===== config.mk =====
export PLATFORM = sky130hd
export DESIGN_NAME = rif_ram
export DESIGN_NICKNAME = d
export VERILOG_FILES = /design/src/rtl/core/rif_ram.sv
export SDC_FILE = /design/constraint.sdc
export NUM_CORES = 1
export LEC_CHECK = 0
export BUFFER_PORTS_ARGS = -buffer_cell sky130_fd_sc_hd__buf_2
export CORE_UTILIZATION = 30
export CTS_CLUSTER_DIAMETER = 100
export DETAILED_ROUTE_END_ITERATION = 7
export PLACE_DENSITY_LB_ADDON = 0.05
export RECOVER_POWER = 50
export SLEW_MARGIN = 0
export SYNTH_ARGS = -nofsm -noshare
export SYNTH_HDL_FRONTEND = slang
export SYNTH_SLANG_ARGS = --single-unit

===== constraint.sdc =====
create_clock -name clk_i -period 1.9 [get_ports clk_i]
set_clock_uncertainty 0.2 [all_clocks]
set_input_delay 0.095 -clock clk_i [delete_from_list [all_inputs] [get_ports clk_i]]
set_output_delay 0.095 -clock clk_i [all_outputs]
set_load 0.02 [all_outputs]

===== src/rtl/core/rif_ram.sv =====
`default_nettype none

module rif_ram #(
  parameter int unsigned WIDTH = 8,
  parameter int unsigned DEPTH = 16,
  localparam int unsigned AW   = (DEPTH > 1) ? $clog2(DEPTH) : 1
) (
  input  wire logic             clk_i,
  input  wire logic             we_i,
  input  wire logic [AW-1:0]    waddr_i,
  input  wire logic [WIDTH-1:0] wdata_i,
  input  wire logic             re_i,
  input  wire logic [AW-1:0]    raddr_i,
  output logic      [WIDTH-1:0] rdata_o
);

  logic [WIDTH-1:0] mem_q [DEPTH];
  logic [WIDTH-1:0] rdata_q;

  always_ff @(posedge clk_i) begin
    if (we_i) begin
      mem_q[waddr_i] <= wdata_i;
    end
    if (re_i) begin
      rdata_q <= mem_q[raddr_i];
    end
  end

  assign rdata_o = rdata_q;

endmodule

`default_nettype wire


==> qor.txt <==
outcome -> complete, no violations
crit path launch type -> register
Gate Count Post-Synth -> 229
share of total power in combinational logic -> 5.2%
via count -> 2,459
most frequent cells in the layout -> edfxtp_1, buf_4, mux4_2, buf_2, clkbuf_16
Initial Util -> 31.08%
Warnings, synthesis -> 0
Final setup viols -> 0
commonest non-fill, non-tap cell in the layout -> edfxtp_1
CTS Root Cell -> clkbuf_16
Port Buffers -> 26
CP required -> 1850 ps
CTS tree -> done
grt total ovfl -> 0
Final Hold Fails -> 0
PwrDens -> 1074 nW/um^2
first-pass GRT wire length -> 16,310 microns
initial antenna violation count -> 0
MaxCap Viol Count -> 0
H-tree Lvls -> 4
final weighted congestion in routability-driven placement -> 0.6835
crit path DAT -> 1720 ps
P_leak -> 0.002147 uW
hold path start -> waddr_i[0]
hold depth -> 3
Slew @ Worst Pin -> 693.1 ps
CTS max path bufs -> 2
Sw Ratio -> 21.10%
Skew-Pair Late Insertion Delay -> 410 ps
DRT Pass-1 Iters -> 4
row count -> 47
WHS Endpoint -> mem_q[0][7]
Slew HR -> 53.79%
fin worst setup slack -> 130.2 ps
critical path peak fanout -> 1
max-slew violations -> 0
f_max -> 565.0 MHz
syn nets -> 248
Clock Power Share -> 45.8%
wire per inst -> 20.24 microns
die span in x -> 134.0 microns
NetSw -> 1463 uW
vias in the first global route -> 2,568
WS Path Type -> register to register
clk sinks -> 136
Die ar. -> 17,960 sq um
crit-path cells -> mux4_1 -> a22oi_1 -> nand2_1
total core area -> 16,820 sq um
final wirelength -> 10,830 microns
Area growth, synth to finish -> 23.48%
# IOs -> 27
kind of end point of the critical path -> register
CTS buffer count -> 17
CP top delay family -> multiplexers
Die Y -> 134.0 microns
crit-path max cell delay -> 550 ps
CTS resizes -> 0
fraction of layout cells with a size suffix above 1 -> 29.52%
R2R depth -> 3
Bufs and invs on worst path -> 0
Pint -> 5471 uW
Place WS -> -65.78 ps
Final min period -> 1770 ps
post-synthesis cell type count -> 18
Finished Layout Cells -> 535
Max IR drop VDD -> 0.5633 mV
sequential share of the synthesized area -> 78.12%
RSZ-0062 raised after global routing -> no
FF+latch count, synth -> 136
gr usage total -> 13.26%
Reg clk slew, reported paths -> 60 ps
pin count of the biggest net entering global routing -> 17
DRT iter0 DRCs -> 150
Min-Delay Path Class -> input port to register
DR DRC count -> 0
Nets -> 321
DP Cell Count -> 494
Antenna Cells -> 0
post-synth design cell area -> 5228 sq um
Post-DRT Antenna Nets -> 0
Avg Cell Area, Syn -> 22.83 sq um
Reg2Reg Setup Slack -> 130 ps
Vias/cell -> 4.596
reg2reg start -> mem_q[5][0]
sequential group share of total power -> 49.0%
RR Endpoint -> rdata_o[0]
Final HPWL DP -> 7525 microns
Final Cycle Share -> 93.15%
critical path's slowest cell -> mux4_1
-- cells in the mapped netlist --
cell type        number  area (sq um)
clkdlybuf4s25_2       3         30.03
nand2_1               9         33.78
nor2b_1               1         6.260
mux4_2               18         405.4
or3b_2                1         8.760
nor3_1                4         20.02
nand3b_1              2         15.01
edfxtp_1            136          4084
nand3_1               1         5.000
buf_2                 3         15.01
and2_1                1         6.260
a22oi_1              16         120.1
buf_4                 1         7.510
buf_6                 3         33.78
and2b_1               1         7.510
nor2_1               13         48.80
nand2b_1              2         12.51
mux4_1               14         367.9
-- power groups by stage --
stage,Sequential (uW),Combinational [uW],Clock (uW)
floorplan,3470,171,0
detailed placement,3460,362,0
global route,3400,396,3370
finish,3400,362,3170
CTS,3400,377,3240
global placement,3460,362,0
-- metrics by stage --
step                      setup TNS [ps]  power, uW  util [%]  hold WS, ps  area, sq um
after floorplan                        0       3645         -       -6.131         5228
after global placement            -108.5       3822     34.57        271.6         5814
after detailed placement          -136.5       3822     34.57        271.4         5814
after CTS                              0       7017     38.55        42.96         6484
after global routing                   0       7172     38.38        60.67         6455
final                                  0       6934     38.38        60.18         6455
-- worst max-delay path by stage --
stage / from / to / slack (ps) / cells past startpoint
2_1_floorplan: waddr_i[2] / mem_q[0][0] / 110 / 2
3_3_place_gp: raddr_i[0] / rdata_o[1] / -70 / 6
3_5_place_dp: raddr_i[0] / rdata_o[1] / -70 / 6
4_1_cts: mem_q[1][0] / rdata_o[0] / 110 / 3
5_1_grt: mem_q[5][0] / rdata_o[0] / 80 / 3
6_report: mem_q[5][0] / rdata_o[0] / 130 / 3
-- logic make-up (layout without fill, tap and decap cells) --
kind of cell,count (synthesis),count (layout),synth area share (%)
buffers and inverters,10,96,1.651
AOI/OAI and AO/OA,16,16,2.298
muxes,32,32,14.79
DFF,136,136,78.12
and+or+nand+nor,35,35,3.136
-- worst min-delay path, cell delays in order --
cell    delay (ps)
buf_2          160
nor3_1          70
buf_4          170
-- area by class of cell --
cell class                 instances  area, sq um
clock buffer                      17        425.4
clock inverter                    15        153.9
fill                            1576        10360
multi-input combinational         83         1057
sequential                       136         4084
tap                              220        275.3
timing repair buffer              64        459.2
-- layer usage --
| metal | global-route usage, % | up-vias | part of all wire [%] |
|---|---|---|---|
| met1 | 17.42 | 1278 | 48 |
| met2 | 20.41 | 44 | 47 |
| met5 | 0 | - | 0 |
| met3 | 3.817 | 10 | 2.8 |
| met4 | 5.871 | 0 | 1.5 |
| li1 | - | 1127 | - |
-- flip-flops by register name (all words and copies together) (netlist names) --
register and cells:
mem_q 128, rdata_o 8
-- timing repair --
action | in CTS | in global routing
setup buffers | 0 | 0
hold buffers | 9 | 0
hold endpoints to repair | 136 | 0
setup endpoints to repair | 0 | 0
Power figures use the tool's default switching activity.
