--- src/rtl/core/rif_pkg.sv ---
`default_nettype none

package rif_pkg;

  // Table geometry
  localparam int unsigned CHROM_TOTAL   = 64;
  localparam int unsigned MAX_INTERVALS = 16;
  localparam int unsigned POS_BITS      = 32;

  // Fixed field widths of the channels
  localparam int unsigned OP_W     = 2;
  localparam int unsigned CHROM_W  = 6;
  localparam int unsigned FIELD_W  = 32;
  localparam int unsigned STATUS_W = 2;

  // Derived widths and depths
  localparam int unsigned CHROM_AW    = (CHROM_TOTAL > 1) ? $clog2(CHROM_TOTAL) : 1;
  localparam int unsigned SLOT_W      = (MAX_INTERVALS > 1) ? $clog2(MAX_INTERVALS) : 1;
  localparam int unsigned CNT_W       = $clog2(MAX_INTERVALS + 1);
  localparam int unsigned STORE_AW    = CHROM_AW + SLOT_W;
  localparam int unsigned STORE_DEPTH = CHROM_TOTAL << SLOT_W;
  localparam int unsigned STORE_W     = 2 * POS_BITS;

  typedef enum logic [OP_W-1:0] {
    OP_CLEAR  = 2'd0,
    OP_APPEND = 2'd1,
    OP_SITE   = 2'd2,
    OP_RANGE  = 2'd3
  } op_e;

  typedef enum logic [STATUS_W-1:0] {
    ST_OK      = 2'd0,
    ST_DROPPED = 2'd1,
    ST_MULTI   = 2'd2
  } status_e;

  typedef enum logic [1:0] {
    S_IDLE,
    S_COUNT,
    S_SCAN,
    S_REPLY
  } state_e;

  typedef logic [POS_BITS-1:0] pos_t;

  typedef struct packed {
    pos_t first;
    pos_t last;
  } span_t;

  typedef struct packed {
    logic                rd_en;
    logic [CHROM_AW-1:0] rd_addr;
    logic                wr_en;
    logic [CHROM_AW-1:0] wr_addr;
    logic [CNT_W-1:0]    wr_count;
    logic                clear_all;
  } cnt_req_t;

  typedef struct packed {
    logic                rd_en;
    logic [STORE_AW-1:0] rd_addr;
    logic                wr_en;
    logic [STORE_AW-1:0] wr_addr;
    span_t               wr_data;
  } store_req_t;

endpackage

`default_nettype wire

--- src/rtl/core/rif_ram.sv ---
`default_nettype none

module rif_ram #(
  parameter int unsigned WIDTH = 8,
  parameter int unsigned DEPTH = 16,
  localparam int unsigned AW   = (DEPTH > 1) ? $clog2(DEPTH) : 1
) (
  input  wire logic             clk_i,
  input  wire logic             we_i,
  input  wire logic [AW-1:0]    waddr_i,
  input  wire logic [WIDTH-1:0] wdata_i,
  input  wire logic             re_i,
  input  wire logic [AW-1:0]    raddr_i,
  output logic      [WIDTH-1:0] rdata_o
);

  logic [WIDTH-1:0] mem_q [DEPTH];
  logic [WIDTH-1:0] rdata_q;

  always_ff @(posedge clk_i) begin
    if (we_i) begin
      mem_q[waddr_i] <= wdata_i;
    end
    if (re_i) begin
      rdata_q <= mem_q[raddr_i];
    end
  end

  assign rdata_o = rdata_q;

endmodule

`default_nettype wire

--- src/rtl/core/rif_count_table.sv ---
`default_nettype none

module rif_count_table (
  input  wire logic                           clk_i,
  input  wire logic                           rst_ni,
  input  wire rif_pkg::cnt_req_t              req_i,
  output logic      [rif_pkg::CNT_W-1:0]      count_o
);
  import rif_pkg::*;

  // One valid bit per chromosome: a list whose bit is low reads as empty,
  // so a clear only resets the valid bits and the RAM needs no sweep.
  logic [CHROM_TOTAL-1:0] valid_q;
  logic                   rd_valid_q;
  logic [CNT_W-1:0]       ram_rdata;

  always_ff @(posedge clk_i or negedge rst_ni) begin
    if (!rst_ni) begin
      valid_q    <= '0;
      rd_valid_q <= 1'b0;
    end else begin
      if (req_i.clear_all) begin
        valid_q <= '0;
      end else if (req_i.wr_en) begin
        valid_q[req_i.wr_addr] <= 1'b1;
      end
      if (req_i.rd_en) begin
        rd_valid_q <= valid_q[req_i.rd_addr];
      end
    end
  end

  rif_ram #(
    .WIDTH (CNT_W),
    .DEPTH (CHROM_TOTAL)
  ) u_count_ram (
    .clk_i   (clk_i),
    .we_i    (req_i.wr_en),
    .waddr_i (req_i.wr_addr),
    .wdata_i (req_i.wr_count),
    .re_i    (req_i.rd_en),
    .raddr_i (req_i.rd_addr),
    .rdata_o (ram_rdata)
  );

  assign count_o = rd_valid_q ? ram_rdata : '0;

endmodule

`default_nettype wire

--- config.mk ---
export PLATFORM = sky130hd
export DESIGN_NAME = rif_count_table
export DESIGN_NICKNAME = d
export VERILOG_FILES = /design/src/rtl/core/rif_pkg.sv /design/src/rtl/core/rif_ram.sv /design/src/rtl/core/rif_count_table.sv
export SDC_FILE = /design/constraint.sdc
export NUM_CORES = 1
export LEC_CHECK = 0
export ABC_CLOCK_PERIOD_IN_PS = 2600
export BUFFER_PORTS_ARGS = -buffer_cell sky130_fd_sc_hd__buf_2
export CAP_MARGIN = 15
export CORE_UTILIZATION = 25
export DETAILED_ROUTE_END_ITERATION = 12
export GPL_TIMING_DRIVEN = 0
export PLACE_DENSITY_LB_ADDON = 0.15
export SLEW_MARGIN = 20
export SYNTH_ARGS = -nofsm -noshare
export SYNTH_HDL_FRONTEND = slang
export SYNTH_SLANG_ARGS = --single-unit
--- constraint.sdc ---
create_clock -name clk_i -period 2.6 [get_ports clk_i]
set_input_delay 0.52 -clock clk_i [delete_from_list [all_inputs] [get_ports clk_i]]
set_output_delay 0.52 -clock clk_i [all_outputs]
set_load 0.03 [all_outputs]
==> flow_summary.rst <==
.. list-table::
   :header-rows: 1

   * - Metric
     - Value
   * - Smallest setup slack after layout
     - 0.06573 ns
   * - Commonest non-fill, non-tap cell in the layout
     - sky130_fd_sc_hd__edfxtp_1
   * - Aggregate routed wire length
     - 44080 um
   * - Finish-stage setup viols
     - 0
   * - Detailed-routing iteration count for the pre-antenna-repair pass
     - 5
   * - First-pass GRT wire length
     - 63700 um
   * - Critical path cell sequence
     - buf_2 > clkbuf_2 > clkbuf_1 > mux4_2 > o22ai_1 > nor2_1
   * - Worst slew margin relative to its limit
     - around two fifths
   * - Worst Setup Slack post-DPL
     - -1.142 ns
   * - Global-route total usage across every layer
     - between 10% and 20%
   * - TritonCTS buffer count
     - 44
   * - Core region area
     - about 61000 um2
   * - Largest net degree at the start of global routing
     - 65
   * - RSZ-0062 raised after global routing
     - no
   * - Kind of end point of the critical path
     - flop
   * - Ratio of routed vias to standard cells
     - ~4.6
   * - Worst Path Required
     - ~2.9 ns
   * - Library cell with the largest summed area after synthesis
     - sky130_fd_sc_hd__edfxtp_1
   * - Post-route non-filler standard cell count
     - approximately 1700
   * - Critical path buffer and inverter count
     - 3
   * - Clock tree from TritonCTS
     - yes
   * - Post-CTS Setup Repair Bufs
     - 0
   * - FP Rows
     - 90
   * - Remaining design rule violation count
     - 0
   * - Fraction of final layout cells sized beyond drive strength 1
     - 24.41%
   * - Slowest stage delay, CP
     - 0.73 ns
   * - Period utilisation layout
     - 97.47%
   * - Worst clock skew
     - ~0.018 ns
   * - Number of inserted filler cells in the final layout
     - 5934
   * - Gate Count Post-Synth
     - roughly 830
   * - Io pins
     - 27
   * - Warnings, synthesis
     - 0
   * - Most frequent cells in the layout
     - sky130_fd_sc_hd__edfxtp_1, sky130_fd_sc_hd__nor2_1, sky130_fd_sc_hd__mux4_2, sky130_fd_sc_hd__dfrtp_1, sky130_fd_sc_hd__clkbuf_16
   * - Die outline width
     - 250.8 um
   * - Post-layout net count
     - between 900 and 1000
   * - Number of port buffers
     - 20
   * - CTS sink count
     - 390
   * - CTS HTree Levels
     - 2
   * - Kind of cell adding the most delay to the critical path
     - buffers and inverters
   * - Worst Setup Path Type
     - in -> reg
   * - CP startpoint kind
     - input pin
   * - Gr ovfl total
     - 0
   * - Crit path max fanout
     - 10
   * - Mean cell area of the mapped netlist
     - 18.55 um2
   * - Gp weighted congestion
     - between 0.8 and 0.9
   * - Syn_nets
     - about 860
   * - Final total negative setup slack
     - 0 ns
   * - Critical path arrival
     - between 2 and 3 ns
   * - Final Core Density
     - between 20% and 30%
   * - Vias in the first global route
     - roughly 8200
   * - Pwr dens
     - about 750 nW/um2
   * - Area of the die
     - ~63000 um2
   * - Vias
     - 7921
   * - Portion of synthesized cell area occupied by the leading cell type
     - a little over three fifths
   * - Placement Cell Area
     - roughly 17000 um2
   * - CTS root buffer
     - sky130_fd_sc_hd__clkbuf_16
   * - Post-synthesis cell type count
     - 31
   * - Area Overhead vs Synth
     - 16.34%
   * - Highest clock rate
     - between 300 and 400 MHz
   * - Initial Util
     - about a quarter
   * - Ranking of synthesized cells by area
     - sky130_fd_sc_hd__edfxtp_1, sky130_fd_sc_hd__mux4_2, sky130_fd_sc_hd__dfrtp_1
   * - Class of the tightest hold or removal check
     - in -> reg
   * - Max-cap viol count
     - 0
   * - Chip Height
     - ~250 um
   * - DRT antenna net count
     - 0
   * - Tightest Pin Transition
     - about 0.9 ns
   * - Count of antenna diodes in the layout
     - 0
   * - Finished Cell Area
     - 18000 um2
   * - Sequential-to-total area share from yosys stat
     - approximately three quarters
   * - Clk slew on worst S/H paths
     - about 0.060 ns
   * - Detailed-route wire length per cell
     - approximately 26 um
   * - IR drop worst, VDD
     - 0.3823 mV
   * - Run status
     - finished clean
   * - Flip-flop and latch count after synthesis
     - 390
   * - Clock Path Buffers
     - 3
   * - Half-perimeter wire length after detailed placement
     - roughly 29000 um
   * - Final hold violations
     - 0
   * - Final critical-path required period
     - 2.534 ns
   * - Worst path slowest cell
     - sky130_fd_sc_hd__clkbuf_1
   * - Drt initial violations
     - ~680
   * - Number of antenna violations at the first check in global routing
     - 0
   * - Worst-skew pair later-pin latency
     - 0.57 ns
   * - Cell leakage power
     - 5.927 nW
   * - Fin. max-slew vios
     - 0
   * - Mapped cell area
     - ~15000 um2
   * - Placed Cells incl. Taps
     - about 1600
## final timing paths
kind / startpoint / to / slack (ns) / cells after the start
setup / recovery: req_i[16] / u_count_ram.rdata_o[1] / 0.07 / 6
hold / removal: req_i[19] / u_count_ram.rdata_o[2] / 0.33 / 1
setup reg to reg: u_count_ram.mem_q[40][2] / u_count_ram.rdata_o[2] / 0.42 / 4
hold reg to reg: valid_q[31] / valid_q[31] / 0.49 / 2
max in group asynchronous: rst_ni / valid_q[56] / 1.52 / 3
min in group asynchronous: rst_ni / valid_q[2] / 0.49 / 2
## metal layers
layer	part of all wire, %	global-route usage (%)
met1	46	20.23
met2	47	22.64
met4	2.1	3.891
met5	0	0
met3	4.7	2.754
## final cells by class
type	instances	area (um2)	area share, %
plain buffers	43	270.3	1.501
clock inverters	16	90.09	0.5005
flip-flops and latches	390	11390	63.26
multi-input cells	398	3862	21.46
well taps	782	978.4	5.436
inverters	2	7.507	0.04171
clock buffers	66	1255	6.972
repair buffers	23	150.1	0.8341
## Yosys cell counts (all sizes together)
library cell	instances
inv	2
nand3b	2
nand2	11
mux4	109
nor4	1
clkbuf	24
a22oi	4
or3b	1
or2	2
nand3	11
nand2b	5
nand4	1
and2	6
a21oi	5
or3	1
edfxtp	325
a211oi	2
nor3	4
a41o	1
a31oi	3
a311oi	2
dfrtp	65
buf	20
nor2b	6
nor2	191
o21ba	1
mux2i	21
o22ai	8
## worst register-to-register path, stage by stage, from the launching register on
cell and delay [ns]:
sky130_fd_sc_hd__edfxtp_1 0.37, sky130_fd_sc_hd__mux4_2 0.52, sky130_fd_sc_hd__mux4_2 0.47, sky130_fd_sc_hd__o22ai_1 0.43, sky130_fd_sc_hd__nor2_1 0.13
## repair_timing
item | 4_1_cts | 5_1_grt
setup endpoints to repair | 5 | 9
resized for setup | 21 | 6
hold buffers | 1 | 0
hold endpoints to repair | 27 | 0
## cell families after synthesis
| logic type | after synthesis | synth area share (%) |
|---|---|---|
| AO/OA/AOI/OAI | 26 | 1.140 |
| AND/OR/NAND/NOR | 242 | 6.429 |
| multiplexers | 130 | 17.22 |
| buffers and inverters | 46 | 1.617 |
| flip-flops | 390 | 73.59 |
## sequential cells by signal (all words and copies together) (netlist names)
| signal | count |
|---|---|
| u_count_ram.mem_q | 320 |
| valid_q | 64 |
| u_count_ram.rdata_o | 5 |
| rd_valid_q | 1 |
## metrics by stage
step / hold WS [ns] / total power, mW
after floorplan: 0.2244 / 7.383
after global placement: 0.4760 / 7.759
after detailed placement: 0.4825 / 7.768
after CTS: 0.2918 / 13.67
after global routing: 0.3109 / 13.96
final: 0.3323 / 13.47
## power breakdown
group          leakage (nW)  total (mW)  switching (mW)  internal, mW
logic                  1.43       0.768           0.499         0.269
clock network         0.663        5.85            2.50          3.34
registers              3.83        6.85          0.0170          6.83
Power figures use the tool's default switching activity.
