File: src/rtl/core/rif_pkg.sv
`default_nettype none

package rif_pkg;

  // Table geometry
  localparam int unsigned CHROM_TOTAL   = 64;
  localparam int unsigned MAX_INTERVALS = 16;
  localparam int unsigned POS_BITS      = 32;

  // Fixed field widths of the channels
  localparam int unsigned OP_W     = 2;
  localparam int unsigned CHROM_W  = 6;
  localparam int unsigned FIELD_W  = 32;
  localparam int unsigned STATUS_W = 2;

  // Derived widths and depths
  localparam int unsigned CHROM_AW    = (CHROM_TOTAL > 1) ? $clog2(CHROM_TOTAL) : 1;
  localparam int unsigned SLOT_W      = (MAX_INTERVALS > 1) ? $clog2(MAX_INTERVALS) : 1;
  localparam int unsigned CNT_W       = $clog2(MAX_INTERVALS + 1);
  localparam int unsigned STORE_AW    = CHROM_AW + SLOT_W;
  localparam int unsigned STORE_DEPTH = CHROM_TOTAL << SLOT_W;
  localparam int unsigned STORE_W     = 2 * POS_BITS;

  typedef enum logic [OP_W-1:0] {
    OP_CLEAR  = 2'd0,
    OP_APPEND = 2'd1,
    OP_SITE   = 2'd2,
    OP_RANGE  = 2'd3
  } op_e;

  typedef enum logic [STATUS_W-1:0] {
    ST_OK      = 2'd0,
    ST_DROPPED = 2'd1,
    ST_MULTI   = 2'd2
  } status_e;

  typedef enum logic [1:0] {
    S_IDLE,
    S_COUNT,
    S_SCAN,
    S_REPLY
  } state_e;

  typedef logic [POS_BITS-1:0] pos_t;

  typedef struct packed {
    pos_t first;
    pos_t last;
  } span_t;

  typedef struct packed {
    logic                rd_en;
    logic [CHROM_AW-1:0] rd_addr;
    logic                wr_en;
    logic [CHROM_AW-1:0] wr_addr;
    logic [CNT_W-1:0]    wr_count;
    logic                clear_all;
  } cnt_req_t;

  typedef struct packed {
    logic                rd_en;
    logic [STORE_AW-1:0] rd_addr;
    logic                wr_en;
    logic [STORE_AW-1:0] wr_addr;
    span_t               wr_data;
  } store_req_t;

endpackage

`default_nettype wire

File: src/rtl/core/rif_in_if.sv
`default_nettype none

interface rif_in_if;
  import rif_pkg::*;

  logic                valid;
  logic                ready;
  logic [OP_W-1:0]     opcode;
  logic [CHROM_W-1:0]  chrom_index;
  logic [FIELD_W-1:0]  first_pos;
  logic [FIELD_W-1:0]  last_pos;

  modport source (
    output valid, opcode, chrom_index, first_pos, last_pos,
    input  ready
  );

  modport sink (
    input  valid, opcode, chrom_index, first_pos, last_pos,
    output ready
  );

endinterface

`default_nettype wire

File: src/rtl/core/rif_out_if.sv
`default_nettype none

interface rif_out_if;
  import rif_pkg::*;

  logic                valid;
  logic                ready;
  logic                hit;
  logic [FIELD_W-1:0]  clip_start;
  logic [FIELD_W-1:0]  clip_end;
  logic [STATUS_W-1:0] status;

  modport source (
    output valid, hit, clip_start, clip_end, status,
    input  ready
  );

  modport sink (
    input  valid, hit, clip_start, clip_end, status,
    output ready
  );

endinterface

`default_nettype wire

File: src/rtl/core/rif_seq.sv
`default_nettype none

module rif_seq (
  input  wire logic                      clk_i,
  input  wire logic                      rst_ni,
  rif_in_if.sink                         req_i,
  rif_out_if.source                      rsp_o,
  input  wire logic                      filter_enabled_i,
  input  wire logic [rif_pkg::CNT_W-1:0] count_i,
  input  wire rif_pkg::span_t            store_rdata_i,
  output rif_pkg::cnt_req_t              cnt_req_o,
  output rif_pkg::store_req_t            store_req_o
);
  import rif_pkg::*;

  state_e              state_q, state_d;
  op_e                 op_q;
  logic [CHROM_AW-1:0] chrom_q;
  logic                chrom_ok_q;
  pos_t                first_q, last_q;
  logic [CNT_W-1:0]    n_q, n_d;
  logic [SLOT_W-1:0]   slot_q, slot_d;

  logic                res_load;
  logic                res_hit_q, res_hit_d;
  pos_t                res_cs_q, res_cs_d;
  pos_t                res_ce_q, res_ce_d;
  status_e             res_status_q, res_status_d;

  logic                out_valid_q, out_valid_d;
  logic                out_load;
  logic                out_hit_q;
  pos_t                out_cs_q, out_ce_q;
  status_e             out_status_q;

  logic                accept;
  logic                chrom_ok_in;
  logic [CNT_W-1:0]    n_eff;
  logic                site_in, overlap, match, last_slot;

  assign req_i.ready = (state_q == S_IDLE);
  assign accept      = req_i.valid && req_i.ready;
  assign chrom_ok_in = (32'(req_i.chrom_index) < CHROM_TOTAL);
  assign n_eff       = chrom_ok_q ? count_i : '0;

  assign site_in   = (first_q >= store_rdata_i.first) && (first_q <= store_rdata_i.last);
  assign overlap   = (store_rdata_i.first <= last_q) && (store_rdata_i.last >= first_q);
  assign match     = (op_q == OP_SITE) ? site_in : overlap;
  assign last_slot = ((CNT_W+1)'(slot_q) + (CNT_W+1)'(1)) == (CNT_W+1)'(n_q);

  always_comb begin
    state_d      = state_q;
    n_d          = n_q;
    slot_d       = slot_q;
    cnt_req_o    = '0;
    store_req_o  = '0;
    res_load     = 1'b0;
    res_hit_d    = 1'b0;
    res_cs_d     = '0;
    res_ce_d     = '0;
    res_status_d = ST_OK;
    out_load     = 1'b0;

    case (state_q)
      S_IDLE: begin
        if (accept) begin
          cnt_req_o.rd_en   = chrom_ok_in;
          cnt_req_o.rd_addr = CHROM_AW'(req_i.chrom_index);
          state_d           = S_COUNT;
        end
      end

      S_COUNT: begin
        case (op_q)
          OP_CLEAR: begin
            cnt_req_o.clear_all = 1'b1;
            res_load            = 1'b1;
            state_d             = S_REPLY;
          end
          OP_APPEND: begin
            if (!chrom_ok_q || (32'(count_i) >= MAX_INTERVALS)) begin
              res_status_d = ST_DROPPED;
            end else begin
              cnt_req_o.wr_en     = 1'b1;
              cnt_req_o.wr_addr   = chrom_q;
              cnt_req_o.wr_count  = count_i + CNT_W'(1);
              store_req_o.wr_en   = 1'b1;
              store_req_o.wr_addr = {chrom_q, SLOT_W'(count_i)};
              store_req_o.wr_data = '{first: first_q, last: last_q};
            end
            res_load = 1'b1;
            state_d  = S_REPLY;
          end
          default: begin
            if (!filter_enabled_i) begin
              res_hit_d = 1'b1;
              if (op_q == OP_RANGE) begin
                res_cs_d = first_q;
                res_ce_d = last_q;
              end
              res_load = 1'b1;
              state_d  = S_REPLY;
            end else if (n_eff == '0) begin
              res_load = 1'b1;
              state_d  = S_REPLY;
            end else begin
              store_req_o.rd_en   = 1'b1;
              store_req_o.rd_addr = {chrom_q, SLOT_W'(0)};
              n_d                 = n_eff;
              slot_d              = '0;
              state_d             = S_SCAN;
            end
          end
        endcase
      end

      S_SCAN: begin
        // The entry read last cycle is checked here; the next is fetched only if it neither matches nor is the last.
        if (match || last_slot) begin
          res_hit_d = match;
          if ((op_q == OP_RANGE) && match && (slot_q == '0)) begin
            res_cs_d = (first_q > store_rdata_i.first) ? first_q : store_rdata_i.first;
            res_ce_d = (last_q < store_rdata_i.last) ? last_q : store_rdata_i.last;
          end
          if ((op_q == OP_RANGE) && (n_q > CNT_W'(1))) begin
            res_status_d = ST_MULTI;
          end
          res_load = 1'b1;
          state_d  = S_REPLY;
        end else begin
          store_req_o.rd_en   = 1'b1;
          store_req_o.rd_addr = {chrom_q, slot_q + SLOT_W'(1)};
          slot_d              = slot_q + SLOT_W'(1);
        end
      end

      S_REPLY: begin
        if (!out_valid_q || rsp_o.ready) begin
          out_load = 1'b1;
          state_d  = S_IDLE;
        end
      end

      default: begin
        state_d = S_IDLE;
      end
    endcase
  end

  always_comb begin
    out_valid_d = out_valid_q;
    if (out_load) begin
      out_valid_d = 1'b1;
    end else if (rsp_o.ready) begin
      out_valid_d = 1'b0;
    end
  end

  always_ff @(posedge clk_i or negedge rst_ni) begin
    if (!rst_ni) begin
      state_q     <= S_IDLE;
      out_valid_q <= 1'b0;
    end else begin
      state_q     <= state_d;
      out_valid_q <= out_valid_d;
    end
  end

  always_ff @(posedge clk_i) begin
    if (accept) begin
      op_q       <= op_e'(req_i.opcode);
      chrom_q    <= CHROM_AW'(req_i.chrom_index);
      chrom_ok_q <= chrom_ok_in;
      first_q    <= POS_BITS'(req_i.first_pos);
      last_q     <= POS_BITS'(req_i.last_pos);
    end
    n_q    <= n_d;
    slot_q <= slot_d;
    if (res_load) begin
      res_hit_q    <= res_hit_d;
      res_cs_q     <= res_cs_d;
      res_ce_q     <= res_ce_d;
      res_status_q <= res_status_d;
    end
    if (out_load) begin
      out_hit_q    <= res_hit_q;
      out_cs_q     <= res_cs_q;
      out_ce_q     <= res_ce_q;
      out_status_q <= res_status_q;
    end
  end

  assign rsp_o.valid      = out_valid_q;
  assign rsp_o.hit        = out_hit_q;
  assign rsp_o.clip_start = FIELD_W'(out_cs_q);
  assign rsp_o.clip_end   = FIELD_W'(out_ce_q);
  assign rsp_o.status     = out_status_q;

endmodule

`default_nettype wire

File: src/flat_wrapper.sv
// flat-port wrapper written by rule: the top's interface ports become plain ports
module rif_seq_flat import rif_pkg::*;
  (clk_i, rst_ni, filter_enabled_i, count_i, store_rdata_i, cnt_req_o, store_req_o, req_i_valid, req_i_opcode, req_i_chrom_index, req_i_first_pos, req_i_last_pos, req_i_ready, rsp_o_valid, rsp_o_hit, rsp_o_clip_start, rsp_o_clip_end, rsp_o_status, rsp_o_ready);
  rif_in_if req_i_i ();
  rif_out_if rsp_o_i ();
  input  wire logic clk_i;
  input  wire logic rst_ni;
  input  wire logic filter_enabled_i;
  input  wire logic [rif_pkg::CNT_W-1:0] count_i;
  input  wire rif_pkg::span_t store_rdata_i;
  output rif_pkg::cnt_req_t cnt_req_o;
  output rif_pkg::store_req_t store_req_o;
  input wire logic [$bits(req_i_i.valid)-1:0] req_i_valid;
  input wire logic [$bits(req_i_i.opcode)-1:0] req_i_opcode;
  input wire logic [$bits(req_i_i.chrom_index)-1:0] req_i_chrom_index;
  input wire logic [$bits(req_i_i.first_pos)-1:0] req_i_first_pos;
  input wire logic [$bits(req_i_i.last_pos)-1:0] req_i_last_pos;
  output wire logic [$bits(req_i_i.ready)-1:0] req_i_ready;
  output wire logic [$bits(rsp_o_i.valid)-1:0] rsp_o_valid;
  output wire logic [$bits(rsp_o_i.hit)-1:0] rsp_o_hit;
  output wire logic [$bits(rsp_o_i.clip_start)-1:0] rsp_o_clip_start;
  output wire logic [$bits(rsp_o_i.clip_end)-1:0] rsp_o_clip_end;
  output wire logic [$bits(rsp_o_i.status)-1:0] rsp_o_status;
  input wire logic [$bits(rsp_o_i.ready)-1:0] rsp_o_ready;
  assign req_i_i.valid = req_i_valid;
  assign req_i_i.opcode = req_i_opcode;
  assign req_i_i.chrom_index = req_i_chrom_index;
  assign req_i_i.first_pos = req_i_first_pos;
  assign req_i_i.last_pos = req_i_last_pos;
  assign req_i_ready = req_i_i.ready;
  assign rsp_o_valid = rsp_o_i.valid;
  assign rsp_o_hit = rsp_o_i.hit;
  assign rsp_o_clip_start = rsp_o_i.clip_start;
  assign rsp_o_clip_end = rsp_o_i.clip_end;
  assign rsp_o_status = rsp_o_i.status;
  assign rsp_o_i.ready = rsp_o_ready;
  rif_seq u_core (.clk_i(clk_i), .rst_ni(rst_ni), .req_i(req_i_i), .rsp_o(rsp_o_i), .filter_enabled_i(filter_enabled_i), .count_i(count_i), .store_rdata_i(store_rdata_i), .cnt_req_o(cnt_req_o), .store_req_o(store_req_o));
endmodule
File: config.mk
export PLATFORM = sky130hd
export DESIGN_NAME = rif_seq_flat
export DESIGN_NICKNAME = d
export VERILOG_FILES = /design/src/rtl/core/rif_pkg.sv /design/src/rtl/core/rif_in_if.sv /design/src/rtl/core/rif_out_if.sv /design/src/rtl/core/rif_seq.sv /design/src/flat_wrapper.sv
export SDC_FILE = /design/constraint.sdc
export NUM_CORES = 1
export LEC_CHECK = 0
export BUFFER_PORTS_ARGS = -buffer_cell sky130_fd_sc_hd__buf_2
export CORE_MARGIN = 4
export CORE_UTILIZATION = 45
export DETAILED_ROUTE_END_ITERATION = 6
export GPL_TIMING_DRIVEN = 0
export PLACE_DENSITY_LB_ADDON = 0.3
export SLEW_MARGIN = 40
export SYNTH_ARGS = -nofsm -noshare
export SYNTH_HDL_FRONTEND = slang
export SYNTH_SLANG_ARGS = --single-unit
export TNS_END_PERCENT = 10
File: constraint.sdc
create_clock -name clk_i -period 13.6 [get_ports clk_i]
set_clock_uncertainty 0.15 [all_clocks]
set_input_delay 2.04 -clock clk_i [delete_from_list [all_inputs] [get_ports clk_i]]
set_output_delay 2.04 -clock clk_i [all_outputs]
set_load 0.01 [all_outputs]
==> flow_summary.ini <==
[synth]
synth-seq-cells = 218
postSynthAreaPerCell_um2 = 12.7
synth_top_area_share_pct = 55.5
synth.most_common_cell = edfxtp_1
synthTopCellsByCount = 215 x edfxtp_1, 135 x ha_1, 109 x inv_1, 84 x and2_1, 64 x a22o_1
ys_warn_count = 0
syn_inst = 920
syn_area_um2 = 11600
yosysTopAreaCell = edfxtp_1
yosys-top-cells-area = edfxtp_1 55%, ha_1 15%, a22o_1 4.8%
synth_edf_count = 215
synthArstFlopShare_pct = 1.38
synth_seq_area_share_pct = 56.1
synth_cell_types = 55
syn_nets = 1201
synth_flop_cell = edfxtp_1

[global_routing]
antenna_found_initial = 5
overflow = 0
grt_pass1_vias = 8665
grt_pass1_wl_mm = 47.8
grt_usage_pct = 21.4
grt_max_degree = 43

[drt]
highest_layer = met5
post_drt_wl_per_cell_um = 19.3
drc = 0
vias_per_cell = 5.16
vias = 8383
first_iter_violations = 523
wl_mm = 31.3
wl_met1_mm = 13.6
wl_met2_mm = 14.8
drtPass1Iterations = 5
wl_met3_mm = 2.01
ant_nets = 0

[worst_setup_path]
end_kind = output port
reg2reg_setup_slack_ps = 9150
crit_required_ps = 11410
cp_max_fo = 8
worstPathArrival_ps = 5210
critPathKind = in2out
critPathLaunchType = primary input

[clock_tree]
post_cts_buffers = 0
cts_buffers = 25
ctsHoldBuffers = 0
clockBufferDepth = 3
clock_latency_ps = 520
cts_tree = done
clockRootBuffer = clkbuf_16
post_cts_resized = 0
clkSinkCount = 218
clk_pin_slew_ps = 60
cts.htree.levels = 1

[timing]
tns_ps = 0
tightest_slew_ps = 824
setup_viol = 0
fmax_mhz = 135
min_period_ps = 7400
slew_headroom_pct = 44.6
timing.final.crit_share_pct = 54.4
worst_slack_ps = 6200
holdWs_ps = 266
final_max_slew_viol_count = 0
finalHoldViolations = 0
rsz0062_at_grt = false

[pwr]
netSwitchingFraction_pct = 31.6
pwr-share-comb_pct = 27.1
pwr-share-seq_pct = 46.0
switchingPower_uw = 746
power.leakage_nw = 6.71
p_clk_share_pct = 26.9
power_density_nw_per_um2 = 162
ir_drop_mv = 0.132
finalPower_mw = 2.36
internal_power_mw = 1.61

[layout]
stdcell_area_um2 = 14600
area_growth_pct = 25.0
drive_above_1_share_pct = 30.6
fillCellCount = 2113
finalNonFillerCells = 1625
fin_util_pct = 57.5
nNetsFinal = 1554

[place]
place_ws_ps = 6120
portBuffers = 320
hpwl_mm = 24.7
placed_cell_area_um2 = 13800
dp_cells = 1576
gp_congestion = 0.856

[job]
cap_violations = 0

[floorplan]
ioPinCount = 321
dieWidth_um = 169
core-area_um2 = 25300
die_area_um2 = 28500
dieHeight_um = 169
core.rowCount = 58
start_util_pct = 46.0

[outcome]
status = complete, no violations

[hold_path]
hp-class = reg2reg
-- final cells by class --
cell class              instances  area [um^2]  share of cell area [%]
flip-flops and latches        218         6530                    44.9
plain buffers                  31          229                    1.57
clock inverters                14          123                   0.843
well taps                     330          413                    2.84
multi-input cells             562         4490                    30.8
clock buffers                  30          644                    4.43
repair buffers                326         1700                    11.7
inverters                     109          409                    2.81
diodes                          5         12.5                  0.0860
-- registers in the layout, indices dropped and copies added, names as in the netlist --
name	cells
u_core.res_cs_q	32
u_core.chrom_q	6
u_core.res_status_q	2
u_core.slot_q	4
u_core.rsp_o.hit	1
u_core.rsp_o.valid	1
u_core.rsp_o.clip_end	32
u_core.res_hit_q	1
u_core.res_ce_q	32
u_core.n_q	5
u_core.last_q	32
u_core.rsp_o.clip_start	32
u_core.rsp_o.status	2
u_core.op_q	2
u_core.state_q	2
u_core.first_q	32
-- cell usage in the layout (no fill, tap or decap), drive strengths merged, types with 4 or more instances in the layout --
| cell type | count |
|---|---|
| buf | 347 |
| edfxtp | 215 |
| ha | 135 |
| inv | 111 |
| and2 | 84 |
| a22o | 64 |
| a21oi | 58 |
| clkbuf | 40 |
| nand2 | 32 |
| nand4 | 30 |
| o21ai | 24 |
| nor2b | 16 |
| a21o | 13 |
| nand3 | 13 |
| nor2 | 12 |
| and3 | 10 |
| nor3 | 9 |
| clkinv | 9 |
| nand2b | 7 |
| o211ai | 7 |
| nor4 | 6 |
| diode | 5 |
| xor2 | 4 |
-- power by group through the flow --
stage / clock, mW / sequential [mW] / combinational, mW
floorplan: 0 / 1.12 / 0.340
global placement: 0 / 1.12 / 0.589
detailed placement: 0 / 1.10 / 0.642
CTS: 0.647 / 1.08 / 0.647
global route: 0.681 / 1.10 / 0.711
finish: 0.635 / 1.08 / 0.638
-- per-layer routing --
metal  vias up  GRT usage, %
li1       4131             -
met1      3919          28.8
met2       281          35.6
met3        50          3.97
met4         2          6.21
met5         -             0
-- final timing paths --
check / startpoint / to / depth (start not counted)
worst max-delay path: store_rdata_i[46] / store_req_o[81] / 10
worst min-delay path: u_core.res_ce_q[0]$_DFFE_PP_ / u_core.rsp_o.clip_end[0]$_DFFE_PP_ / 0
worst max register to register: u_core.last_q[14]$_DFFE_PP_ / u_core.res_ce_q[12]$_DFFE_PP_ / 11
worst min register to register: u_core.res_ce_q[0]$_DFFE_PP_ / u_core.rsp_o.clip_end[0]$_DFFE_PP_ / 0
max in group asynchronous: rst_ni / u_core.rsp_o.valid$_DFFE_PN0P_ / 1
min in group asynchronous: rst_ni / u_core.state_q[1]$_DFFE_PN0P_ / 1
-- critical path, stage by stage --
cell and delay, ps:
buf_2 120, ha_1 320, nand4_1 270, nor4_1 810, nor3_1 180, a2111oi_4 460
o211ai_2 290, a31oi_2 480, nor2b_1 90, buf_2 150
-- kinds of logic after synthesis --
| group | Yosys count | synth area share [%] |
|---|---|---|
| AO/OA/AOI/OAI | 191 | 11.9 |
| XOR/XNOR | 7 | 0.527 |
| adder cells (fa/ha/maj) | 135 | 14.5 |
| buffers and inverters | 140 | 5.48 |
| flip-flops | 218 | 56.1 |
| multiplexers | 1 | 0.0967 |
| AND/OR/NAND/NOR | 228 | 11.4 |
No activity file was read; power rests on OpenSTA's default activity.
